`src/hdl/hkrt_pkg.sv`:
```
// ----------------------------------------------------------------------------
// hkrt_pkg: boot keyboard report tracker package
// Word types, action codes and constants shared by the tracker modules.
// ----------------------------------------------------------------------------
`default_nettype none

package hkrt_pkg;

  localparam int unsigned MAX_SLOTS    = 6;
  localparam int unsigned KEY_SLOTS_DEF = 6;
  localparam logic [7:0]  MOD_FIRST    = 8'hE0;
  localparam logic [7:0]  MOD_LAST     = 8'hE7;

  // Action codes carried in req_type
  typedef enum logic [1:0] {
    REQ_HOLD      = 2'd0,
    REQ_RELEASE   = 2'd1,
    REQ_TAP       = 2'd2,
    REQ_CLEAR_ALL = 2'd3
  } req_e;

  // Operation applied to the key list by one update
  typedef enum logic [2:0] {
    OP_HOLD,
    OP_RELEASE,
    OP_TAP_PRESS,
    OP_TAP_RELEASE,
    OP_CLEAR
  } op_e;

  typedef struct packed {
    logic [1:0] req_type;
    logic [7:0] key_code;
    logic [7:0] modifier_mask;
  } in_word_t;

  typedef struct packed {
    logic [7:0] report_modifiers;
    logic [7:0] report_key0;
    logic [7:0] report_key1;
    logic [7:0] report_key2;
    logic [7:0] report_key3;
    logic [7:0] report_key4;
    logic [7:0] report_key5;
    logic       last_report;
  } out_word_t;

  typedef struct packed {
    logic       en;
    op_e        op;
    logic [7:0] key;
    logic [7:0] mask;
  } list_cmd_t;

endpackage

`default_nettype wire

```
`src/hdl/hkrt_key_list.sv`:
```
// ----------------------------------------------------------------------------
// hkrt_key_list: held key list and modifier state
// Applies one press, release, tap half or clear per enabled cycle and
// presents the resulting report.
// ----------------------------------------------------------------------------
`default_nettype none

module hkrt_key_list #(
  parameter int unsigned KEY_SLOTS = hkrt_pkg::KEY_SLOTS_DEF
) (
  input  wire logic                clk_i,
  input  wire logic                rst_ni,
  input  wire hkrt_pkg::list_cmd_t cmd_i,
  output hkrt_pkg::out_word_t      report_o
);
  import hkrt_pkg::*;

  localparam int unsigned CntW = $clog2(KEY_SLOTS + 1);

  logic [KEY_SLOTS-1:0][7:0] keys_q, keys_d, keys_press, keys_rem;
  logic [CntW-1:0]           cnt_q, cnt_d, cnt_press, cnt_rem;
  logic [7:0]                mods_q, mods_d, saved_q, saved_d;
  logic [7:0]                mod_bit, mods_hold, mods_rel;
  logic                      is_mod, list_key, hit, full, found;
  logic [MAX_SLOTS-1:0][7:0] view;

  assign is_mod   = (cmd_i.key >= MOD_FIRST) && (cmd_i.key <= MOD_LAST);
  assign list_key = (cmd_i.key != 8'h00) && !is_mod;
  assign mod_bit  = 8'h01 << cmd_i.key[2:0];
  assign full     = (cnt_q == CntW'(KEY_SLOTS));

  assign mods_hold = is_mod ? (mods_q | cmd_i.mask | mod_bit) : (mods_q | cmd_i.mask);
  assign mods_rel  = (is_mod ? (mods_q & ~mod_bit) : mods_q) & ~cmd_i.mask;

  // press: unused slots hold zero, so all slots can be compared
  always_comb begin
    hit = 1'b0;
    for (int i = 0; i < KEY_SLOTS; i++) begin
      if (keys_q[i] == cmd_i.key) hit = 1'b1;
    end
    keys_press = keys_q;
    cnt_press  = cnt_q;
    if (list_key && !hit) begin
      if (full) begin
        for (int i = 0; i < KEY_SLOTS - 1; i++) begin
          keys_press[i] = keys_q[i+1];
        end
        keys_press[KEY_SLOTS-1] = cmd_i.key;
      end else begin
        for (int i = 0; i < KEY_SLOTS; i++) begin
          if (CntW'(i) == cnt_q) keys_press[i] = cmd_i.key;
        end
        cnt_press = cnt_q + 1'b1;
      end
    end
  end

  // release: compact from the matching slot upward, zero the freed slot
  always_comb begin
    found    = 1'b0;
    keys_rem = keys_q;
    for (int i = 0; i < KEY_SLOTS - 1; i++) begin
      if (list_key && keys_q[i] == cmd_i.key) found = 1'b1;
      if (found) keys_rem[i] = keys_q[i+1];
    end
    if (list_key && keys_q[KEY_SLOTS-1] == cmd_i.key) found = 1'b1;
    if (found) keys_rem[KEY_SLOTS-1] = 8'h00;
    cnt_rem = found ? (cnt_q - 1'b1) : cnt_q;
  end

  always_comb begin
    keys_d  = keys_q;
    cnt_d   = cnt_q;
    mods_d  = mods_q;
    saved_d = saved_q;
    if (cmd_i.en) begin
      unique case (cmd_i.op)
        OP_HOLD: begin
          keys_d = keys_press;
          cnt_d  = cnt_press;
          mods_d = mods_hold;
        end
        OP_RELEASE: begin
          keys_d = keys_rem;
          cnt_d  = cnt_rem;
          mods_d = mods_rel;
        end
        OP_TAP_PRESS: begin
          keys_d  = keys_press;
          cnt_d   = cnt_press;
          mods_d  = mods_hold;
          saved_d = mods_q;
        end
        OP_TAP_RELEASE: begin
          keys_d = keys_rem;
          cnt_d  = cnt_rem;
          mods_d = saved_q;
        end
        OP_CLEAR: begin
          keys_d = '0;
          cnt_d  = '0;
          mods_d = 8'h00;
        end
        default: begin
          keys_d = keys_q;
        end
      endcase
    end
  end

  always_ff @(posedge clk_i or negedge rst_ni) begin
    if (!rst_ni) begin
      keys_q  <= '0;
      cnt_q   <= '0;
      mods_q  <= 8'h00;
      saved_q <= 8'h00;
    end else begin
      keys_q  <= keys_d;
      cnt_q   <= cnt_d;
      mods_q  <= mods_d;
      saved_q <= saved_d;
    end
  end

  for (genvar g = 0; g < MAX_SLOTS; g++) begin : g_view
    if (g < KEY_SLOTS) begin : g_used
      assign view[g] = keys_d[g];
    end else begin : g_unused
      assign view[g] = 8'h00;
    end
  end

  assign report_o.report_modifiers = mods_d;
  assign report_o.report_key0      = view[0];
  assign report_o.report_key1      = view[1];
  assign report_o.report_key2      = view[2];
  assign report_o.report_key3      = view[3];
  assign report_o.report_key4      = view[4];
  assign report_o.report_key5      = view[5];
  assign report_o.last_report      = (cmd_i.op != OP_TAP_PRESS);

endmodule

`default_nettype wire

```
`src/hdl/hid_key_report_tracker.sv`:
```
// ----------------------------------------------------------------------------
// hid_key_report_tracker: boot keyboard report tracker
// Tracks the modifier byte and up to six held keycodes of a boot keyboard.
//
// Input channel: in_valid_i / in_stall_o carry one action word (hold,
// release, tap, release all) with its keycode and modifier mask.
// Output channel: out_valid_o / out_stall_i carry one report word per
// report; last_report marks the final report of an action.
// An accepted word sits in the input register; when the output register
// is free or being read, the report is computed from it and lands in the
// output register, which raises out_valid_o. Hold, release and release
// all give one report each; a tap gives two, press then release, set by
// the single key-list update path. A new word is accepted in the cycle
// the held one finishes. Reset clears the key list, count and modifiers
// and empties both registers. While the receiver stalls, the output word
// holds and the pending action waits, which in turn stalls the sender.
// ----------------------------------------------------------------------------
`default_nettype none

module hid_key_report_tracker #(
  parameter int unsigned KEY_SLOTS = hkrt_pkg::KEY_SLOTS_DEF
) (
  input  wire logic               clk_i,
  input  wire logic               rst_ni,
  input  wire logic               in_valid_i,
  output logic                    in_stall_o,
  input  wire hkrt_pkg::in_word_t in_word_i,
  output logic                    out_valid_o,
  input  wire logic               out_stall_i,
  output hkrt_pkg::out_word_t     out_word_o
);
  import hkrt_pkg::*;

  in_word_t  in_q;
  logic      in_vld_q, phase_q;
  out_word_t out_q, report;
  logic      out_vld_q;
  logic      fire, tap_first, done, accept;
  list_cmd_t cmd;

  assign fire       = in_vld_q && (!out_vld_q || !out_stall_i);
  assign tap_first  = (in_q.req_type == REQ_TAP) && !phase_q;
  assign done       = fire && !tap_first;
  assign in_stall_o = in_vld_q && !done;
  assign accept     = in_valid_i && !in_stall_o;

  always_comb begin
    cmd.en   = fire;
    cmd.key  = in_q.key_code;
    cmd.mask = in_q.modifier_mask;
    unique case (in_q.req_type)
      REQ_HOLD:    cmd.op = OP_HOLD;
      REQ_RELEASE: cmd.op = OP_RELEASE;
      REQ_TAP:     cmd.op = phase_q ? OP_TAP_RELEASE : OP_TAP_PRESS;
      default:     cmd.op = OP_CLEAR;
    endcase
  end

  hkrt_key_list #(
    .KEY_SLOTS(KEY_SLOTS)
  ) u_key_list (
    .clk_i   (clk_i),
    .rst_ni  (rst_ni),
    .cmd_i   (cmd),
    .report_o(report)
  );

  always_ff @(posedge clk_i or negedge rst_ni) begin
    if (!rst_ni) begin
      in_vld_q  <= 1'b0;
      phase_q   <= 1'b0;
      out_vld_q <= 1'b0;
    end else begin
      if (accept) begin
        in_vld_q <= 1'b1;
      end else if (done) begin
        in_vld_q <= 1'b0;
      end
      if (fire) begin
        phase_q <= tap_first;
      end
      if (fire) begin
        out_vld_q <= 1'b1;
      end else if (!out_stall_i) begin
        out_vld_q <= 1'b0;
      end
    end
  end

  always_ff @(posedge clk_i) begin
    if (accept) begin
      in_q <= in_word_i;
    end
    if (fire) begin
      out_q <= report;
    end
  end

  assign out_valid_o = out_vld_q;
  assign out_word_o  = out_q;

endmodule

`default_nettype wire
```
`config.mk`:
```
export PLATFORM = sky130hd
export DESIGN_NAME = hid_key_report_tracker
export DESIGN_NICKNAME = d
export VERILOG_FILES = /design/src/hdl/hkrt_pkg.sv /design/src/hdl/hkrt_key_list.sv /design/src/hdl/hid_key_report_tracker.sv
export SDC_FILE = /design/constraint.sdc
export NUM_CORES = 1
export LEC_CHECK = 0
export ABC_AREA = 1
export BUFFER_PORTS_ARGS = -buffer_cell sky130_fd_sc_hd__clkbuf_2
export CAP_MARGIN = 25
export CORE_UTILIZATION = 40
export DETAILED_ROUTE_END_ITERATION = 6
export PLACE_DENSITY = 0.68
export SYNTH_ARGS = -nofsm -noshare
export SYNTH_HDL_FRONTEND = slang
export SYNTH_HIERARCHICAL = 1
export SYNTH_SLANG_ARGS = --single-unit
```
`constraint.sdc`:
```
create_clock -name clk_i -period 6.5 [get_ports clk_i]
set_input_delay 0.975 -clock clk_i [delete_from_list [all_inputs] [get_ports clk_i]]
set_output_delay 0.975 -clock clk_i [all_outputs]
set_load 0.005 [all_outputs]
```
=== Word-level counts from Yosys, hierarchy flattened ===
Index checks and enable logic that the tools add are counted.

* Add/sub/neg operators: 2
* Order comparisons: 2
* Equality and inequality tests: 23
* Shift operators: 1
* Mux-type cells: 42
* Bitwise logic cells: 6
* Reductions and logical operators: 33

{| class="wikitable"
|+ Operators with widths
! kind !! count
|-
| $mux 48 || 3
|-
| $pmux 48 s3 || 1
|-
| $mux 8 || 15
|-
| $eq 8x8->1 || 6
|-
| $pmux 8 s4 || 1
|-
| $pmux 3 s3 || 2
|-
| $mux 1 || 17
|-
| $and 8x8->8 || 2
|-
| $not 8->8 || 2
|-
| $or 8x8->8 || 2
|-
| $logic_and 1x1->1 || 14
|-
| $mux 3 || 3
|-
| $ge 8x8->1 const B || 1
|-
| $le 8x8->1 const B || 1
|-
| $logic_not 1->1 || 8
|-
| $reduce_bool 8->1 || 1
|-
| $shl 1x3->8 const A || 1
|-
| $eq 2x3->1 const A || 2
|-
| $eq 3x2->1 const B || 2
|-
| $eq 3x3->1 const A || 2
|-
| $eq 3x3->1 const B || 2
|-
| $logic_not 3->1 || 2
|-
| $ne 2x1->1 const B || 3
|-
| $reduce_and 5->1 || 1
|-
| other kinds (14) || 15
|}

* Register bits after elaboration: 145
* Bits of input ports: 22
* Output and inout bits: 59
* Word-level logic and storage cells: 132

=== Logic depth before layout (Yosys ltp) ===
Gate-level depths: netlist (run 1).

* Word-level depth: 14
* Gate-level depth with buffers: 15
* Gate-level depth less buffers: 14

=== By module ===
Netlist (run 1), hierarchy kept.

{| class="wikitable"
|+ Modules (own cells, without submodules)
! module !! instances !! cells an instance !! area each (um2) !! sequential area each (um2)
|-
| hkrt_key_list || 1 || 906 || 5,636.7 || 1,676.6
|-
| hid_key_report_tracker || 1 || 98 || 2,424.8 || 2,327.2
|}

=== Worst setup path before layout (run 1) ===
OpenSTA, ideal clock, no wires.

* Kind: input to register
* From: input out_stall_i
* To: register out_q, in the netlist out_word_o[56], data pin
* Library setup time: 259 ps
* Data arrival time: 3,271 ps
* Data required time: 6,241 ps
* Slack: 2,971 ps
* Cell stages on the path: 8
* Path buffers: 2
* Cells stage by stage: a21oi_4 -> o21ai_0 -> inv_1 -> clkbuf_1 -> clkbuf_1 -> nand3_1 -> o21ai_0 -> inv_1

{| class="wikitable"
|+ RTL lines
! element !! line !! source
|-
| from (decl) || hid_key_report_tracker.sv:29 || <nowiki>input wire logic out_stall_i,</nowiki>
|-
| to (signal assigned) || hid_key_report_tracker.sv:95 || <nowiki>out_q <= report;</nowiki>
|-
| to (decl) || hid_key_report_tracker.sv:36 || <nowiki>out_word_t out_q, report;</nowiki>
|}

==> results of run 1 <==
sequential cells by signal, summed over array words and instances (netlist names):
signal / cells
u_key_list/keys_q: 48
u_key_list/saved_q: 8
out_valid_o: 1
in_vld_q: 1
u_key_list/cnt_q: 3
phase_q: 1
in_q: 2
u_key_list/mods_q: 8
cmd: 16
out_word_o: 57
cell families after synthesis:
logic type | synth area share (%)
AOI/OAI and AO/OA | 14.8
xor gates and xnor gates | 1.74
adders and majority gates | 0.931
buffers and inverters | 8.04
DFF | 49.7
and+or+nand+nor | 24.8
worst min-delay path, cell delays in order, from the launching register on:
cell     delay, ns
dfrtp_1       0.34
nand2_1       0.05
o21ai_0       0.06
cell type report:
cell class / instances / area, um2 / area share, %
Clock buffer: 18 / 429 / 4.63
Clock inverter: 14 / 155 / 1.67
Inverter: 107 / 404 / 4.36
Multi-Input combinational cell: 705 / 3420 / 36.9
Sequential cell: 145 / 4000 / 43.2
Tap cell: 265 / 332 / 3.58
Timing Repair Buffer: 92 / 526 / 5.67
path summary, 6_finish.rpt:
kind,start,endpoint,slack (ns)
worst max-delay path,cmd[12],out_word_o[44],2.45
worst min-delay path,u_key_list/saved_q[3],u_key_list/saved_q[3],0.49
worst max register to register,cmd[12],out_word_o[44],2.45
worst min register to register,u_key_list/saved_q[3],u_key_list/saved_q[3],0.49
max in group asynchronous,rst_ni,u_key_list/mods_q[3],5.36
min in group asynchronous,rst_ni,u_key_list/keys_q[19],0.56
layout by cell type, fill, tap and decap left out, types with 3 or more instances in the layout:
master / Yosys / layout
a22oi_1: 8 / 8
inv_1: 96 / 96
nand2_1: 378 / 378
nand3_1: 37 / 37
buf_4: 8 / 9
inv_6: 0 / 4
o211ai_1: 56 / 56
a32oi_1: 7 / 7
o21ai_1: 3 / 3
xor2_1: 5 / 5
nand4_1: 19 / 19
clkinvlp_4: 0 / 5
inv_2: 8 / 8
xnor2_1: 11 / 11
nand2_2: 4 / 4
nor2_2: 3 / 4
clkbuf_16: 0 / 17
nor2_1: 43 / 42
edfxtp_1: 75 / 75
o221ai_1: 8 / 8
a21oi_1: 18 / 17
o22ai_1: 7 / 7
clkbuf_2: 0 / 79
ha_1: 6 / 6
dfrtp_1: 70 / 70
o21ai_0: 81 / 81
power groups by stage:
stage          clock (mW)  sequential (mW)  combinational [mW]
2_1_floorplan           0             1.51                1.01
3_3_place_gp            0             1.62                1.35
3_5_place_dp            0             1.62                1.37
4_1_cts             0.991             1.61                1.39
5_1_grt              1.03             1.65                1.61
6_report            0.970             1.62                1.41
per-stage QoR:
stage	utilization [%]	instances
2_1_floorplan	-	1004
3_3_place_gp	44.0	1310
3_5_place_dp	44.1	1311
4_1_cts	47.0	1343
5_1_grt	47.3	1346
6_report	47.3	1346
per-layer routing:
metal	vias up	track usage, %
li1	3481	-
met1	3348	33.5
met2	443	35.4
met3	55	5.46
met4	0	9.85
met5	-	0
==> metrics.md, run 1 <==
| Metric | Value |
|---|---|
| Largest cells by area after synthesis | `edfxtp_1, dfrtp_1, nand2_1` |
| DP Worst Slack | `2.39 ns` |
| Final Max Slew Viols | `0` |
| Design Power | `4.00 mW` |
| Clock skew | `0.0142 ns` |
| Clock Tree Root | `clkbuf_16` |
| Fin area | `0.00927 mm2` |
| H-tree depth | `4` |
| Final wirelength | `23.5 mm` |
| Final worst path period share | `62.3%` |
| TritonCTS Buffers | `17` |
| #FFs+latches synth | `145` |
| List of most frequent post-synthesis cells | `nand2_1, inv_1, o21ai_0` |
| Ys flop type | `edfxtp_1` |
| Ys async rst share | `48.3%` |
| Total net switching power | `1.61 mW` |
| Most frequent cell after synthesis | `nand2_1` |
| GRT overflow | `0` |
| Vias per inst | `5.44` |
| Startpoint Class | `flip-flop` |
| Vias in the first global route | `6765` |
| WP buf/inv | `3` |
| # setup viols final | `0` |
| Post-Synthesis Cell Area | `0.00806 mm2` |
| Hold_ws | `0.490 ns` |
| Power share of the combinational group | `35.3%` |
| Slew HR | `29.4%` |
| Routed vias | `7327` |
| # DRC | `0` |
| Worst skew pair latency | `0.43 ns` |
| Critical Path Max Stage Delay | `0.84 ns` |
| Clock Power Share | `24.2%` |
| Mapped Cells | `1004` |
| Net count after synthesis | `1032` |
| Lkg Pwr | `4.35 nW` |
| Setup Buffers After CTS | `0` |
| Dpl hpwl | `15.4 mm` |
| EDFF count, synth | `75` |
| Largest net degree at the start of global routing | `71` |
| Ports | `81` |
| Die W | `144 um` |
| Pint | `2.39 mW` |
| Row Count | `51` |
| Crit path top cell by count | `nand2_1` |
| Antenna violations before repair | `0` |
| Total Neg Setup Slack | `0 ns` |
| Drt pass-1 iters | `6` |
| Crit path cell chain | `inv_2 -> nand2_2 -> nor2_2 -> nor2_1 -> inv_1 -> nor3_4 -> buf_4 -> nand2_1 -> o211ai_1 -> nand2_1` |
| Max IR drop VDD | `0.214 mV` |
| Core Footprint | `0.0196 mm2` |
| Synth unique cells | `37` |
| Worst Reg-to-Reg Cells | `10` |
| Leading area contributor after synthesis | `edfxtp_1` |
| Final-report hold violation count | `0` |
| Crit-path max FO | `53` |
| Top Layer Used | `met4` |
| Fill cells | `1903` |
| RSZ-0062 raised after global routing | `false` |
| Die height | `144 um` |
| CP Capture Type | `flip-flop` |
| Nets | `1096` |
| Net Sw Frac | `40.3%` |
| Crit Path Class | `reg2reg` |
| Placed Area | `0.00863 mm2` |
| CP required | `6.66 ns` |
| Layout cells sized above 1 | `13.6%` |
| CTS Sinks | `145` |
| Die area | `0.0207 mm2` |
| Detail Route met3 WL | `2.64 mm` |
| Antenna-violating nets left | `0` |
| CTS tree | `built` |
| Sequential element share of the synthesized area | `49.7%` |
| Total GRT Usage | `23.9%` |
| WP depth | `10` |
| Post-cts hold buffer count | `0` |
| Iteration-0 DRC Markers | `987` |
| Pwr per Cell Area | `432 mW/mm2` |
| Clock slew at reported path FFs | `0.06 ns` |
| Mean routed wirelength per cell | `17.5 um` |
| Warnings from Yosys | `6` |
| Slowest-stage cell, CP | `nor3_4` |
| Synth-to-layout area growth | `14.9%` |
| Hold Path Class | `reg2reg` |
| Initial Util | `41.2%` |
| Yosys top cell area share | `27.9%` |
| Longest Clk Path Bufs | `2` |
| Met1 wire length | `9.93 mm` |
| # diodes | `0` |
| Crit path DAT | `4.21 ns` |
| Fmax | `247 MHz` |
| Port Buf Inserts | `80` |
| First-pass GRT wire length | `37.1 mm` |
| Mean area per synthesized cell | `8.03 um2` |
| Tmin final | `4.05 ns` |
| Largest delay contributor family on the critical path | `simple AND/OR/NAND/NOR gates` |
| MaxCap Viol Count | `0` |
| Worst-Margin Slew | `1.06 ns` |
| Routability cong. | `0.934` |
| PostCTS Resize Cnt | `0` |
| Worst Slack Setup Final | `2.45 ns` |
| Outcome | `finished, final reports clean` |
| Hold Path Depth | `2` |
| Reg power frac | `40.5%` |
| Wire length on met2 | `10.2 mm` |
(Power assumes the default switching activity.)
==> run 2: changes to the inputs <==
==> constraint.sdc (replaced) <==
create_clock -name clk_i -period 3.75 [get_ports clk_i]
set_input_delay 0.5625 -clock clk_i [delete_from_list [all_inputs] [get_ports clk_i]]
set_output_delay 0.5625 -clock clk_i [all_outputs]
set_load 0.005 [all_outputs]
==> metrics.md, run 2 (synthesized netlist as in run 1, its figures left out) <==
| Metric | Value |
|---|---|
| Vias in the first global route | `6677 (-1.3%)` |
| Mean routed wirelength per cell | `17.1 um (-1.9%)` |
| Synth-to-layout area growth | `15.8%` |
| Total Neg Setup Slack | `0 ns (unchanged)` |
| Longest Clk Path Bufs | `2 (unchanged)` |
| Tmin final | `3.21 ns (-0.840 ns)` |
| Ports | `81 (unchanged)` |
| Worst skew pair latency | `0.43 ns (about the same)` |
| Routed vias | `7346 (+0.26%)` |
| Lkg Pwr | `4.41 nW (+1.4%)` |
| Antenna-violating nets left | `0 (unchanged)` |
| Worst-Margin Slew | `0.995 ns (-0.0606 ns)` |
| Die W | `144 um (unchanged)` |
| # setup viols final | `0 (unchanged)` |
| Initial Util | `41.2% (unchanged)` |
| RSZ-0062 raised after global routing | `false` |
| Design Power | `6.95 mW (+74%)` |
| Startpoint Class | `flip-flop` |
| Dpl hpwl | `16.3 mm (+5.9%)` |
| Fmax | `311 MHz (+26%)` |
| Fin area | `0.00934 mm2 (+0.77%)` |
| Clock skew | `0.0170 ns (+0.00275 ns)` |
| Die area | `0.0207 mm2 (unchanged)` |
| Post-layout util | `47.7% (+0.36 points)` |
| GRT overflow | `0 (unchanged)` |
| First-pass GRT wire length | `36.6 mm (-1.4%)` |
| Layout cells sized above 1 | `14.5% (+0.87 points)` |
| TritonCTS Buffers | `17 (unchanged)` |
| Hold_ws | `0.0830 ns (-0.407 ns)` |
| Row Count | `51 (unchanged)` |
| PostCTS Resize Cnt | `0 (unchanged)` |
| Commonest non-fill, non-tap cell in the layout | `nand2_1` |
| Crit Path Class | `reg2reg` |
| CTS tree | `built` |
| Vias per inst | `5.41 (-0.55%)` |
| CP Capture Type | `flip-flop` |
| Port Buf Inserts | `80 (unchanged)` |
| CP required | `3.90 ns (-2.76 ns)` |
| Crit path DAT | `3.36 ns (-0.85 ns)` |
| Final-report hold violation count | `0 (unchanged)` |
| # DRC | `0 (unchanged)` |
| Pwr per Cell Area | `745 mW/mm2 (+72%)` |
| Clock Tree Root | `clkbuf_16` |
| MaxCap Viol Count | `0 (unchanged)` |
| Clock slew at reported path FFs | `0.06 ns (about the same)` |
| Die height | `144 um (unchanged)` |
| Setup Buffers After CTS | `0 (unchanged)` |
| CTS Sinks | `145 (unchanged)` |
| Final wirelength | `23.2 mm (-1.1%)` |
| Slew HR | `33.5% (+4.0 points)` |
| Total GRT Usage | `23.6% (-0.31 points)` |
| Drt pass-1 iters | `6 (unchanged)` |
| H-tree depth | `4 (unchanged)` |
| Final Max Slew Viols | `0 (unchanged)` |
| Hold Path Class | `in2async` |
| Max reg flops | `57 (unchanged)` |
| Routability cong. | `0.976 (+4.6%)` |
| Max IR drop VDD | `0.410 mV (+91%)` |
| # diodes | `0 (unchanged)` |
| Most frequent cells in the layout | `nand2_1, inv_1, o21ai_0` |
| Placed Area | `0.00875 mm2 (+1.3%)` |
| Core Footprint | `0.0196 mm2 (unchanged)` |
| Outcome | `finished, final reports clean` |
| Final worst path period share | `85.6% (+23 points)` |
| Post-cts hold buffer count | `0 (unchanged)` |
| Antenna violations before repair | `0 (unchanged)` |
| Crit-path max FO | `21 (-60%)` |
| Iteration-0 DRC Markers | `934 (-5.4%)` |
| Nets | `1107 (+1.0%)` |
| Largest net degree at the start of global routing | `60 (-15%)` |
==> run 2: cell types whose count changed in the layout (fill, tap and decap cells not counted), sizes merged <==
cell	change
clkinvlp	-2
inv	+1
clkinv	+1
buf	+11
==> run 2: layer usage <==
metal / up-vias / share of wire [%] / track usage (%)
li1: 3496 / - / -
met1: 3386 / 44 / 32.9
met2: 389 / 43 / 34.8
met3: 75 / 9.0 / 5.03
met4: 0 / 3.5 / 11.3
met5: - / 0 / 0
==> run 2: layout make-up <==
type                            instances  area (um2)
Timing Repair Buffer                  103         598
Clock buffer                           18         429
Inverter                              107         404
Fill cell                            1905       10300
Tap cell                              265         332
Clock inverter                         14         154
Multi-Input combinational cell        705        3420
Sequential cell                       145        4000
==> run 2: final timing paths <==
path                                       startpoint                    end  depth (start not counted)  slack (ns)
worst min-delay path                           rst_ni  u_key_list/keys_q[21]                          1        0.08
max in group asynchronous                      rst_ni  u_key_list/keys_q[44]                          2        2.89
worst max register to register                cmd[13]         out_word_o[16]                         13        0.54
min in group clk_i                       in_word_i[9]                 cmd[9]                          1        0.30
worst min register to register  u_key_list/saved_q[7]  u_key_list/saved_q[7]                          2        0.49
worst max-delay path                          cmd[13]         out_word_o[16]                         13        0.54
==> run 2: per-stage QoR <==
stage | cells | setup WS (ns)
floorplan | 1004 | 0.633
finish | 1357 | 0.539
detailed placement | 1324 | 0.664
CTS | 1356 | 0.650
global placement | 1324 | 0.698
global route | 1357 | 0.321
==> run 2: where the power goes <==
part	leakage (nW)	internal (mW)	total (mW)	switching (mW)
logic	2.51	0.906	2.47	1.56
registers	1.62	2.27	2.82	0.546
clock network	0.278	0.987	1.67	0.678
==> run 2: critical path: stages, from the launching register on <==
cell and delay (ns):
edfxtp_1 0.64, inv_1 0.49, nand2_1 0.10, nand2_1 0.09, nor2_1 0.05, nand2_1 0.05
nor2_1 0.06, nor2_2 0.15, nand4_2 0.15, nor3_4 0.54, buf_4 0.35, nand2_1 0.07
nand3_1 0.07, nand3_1 0.11
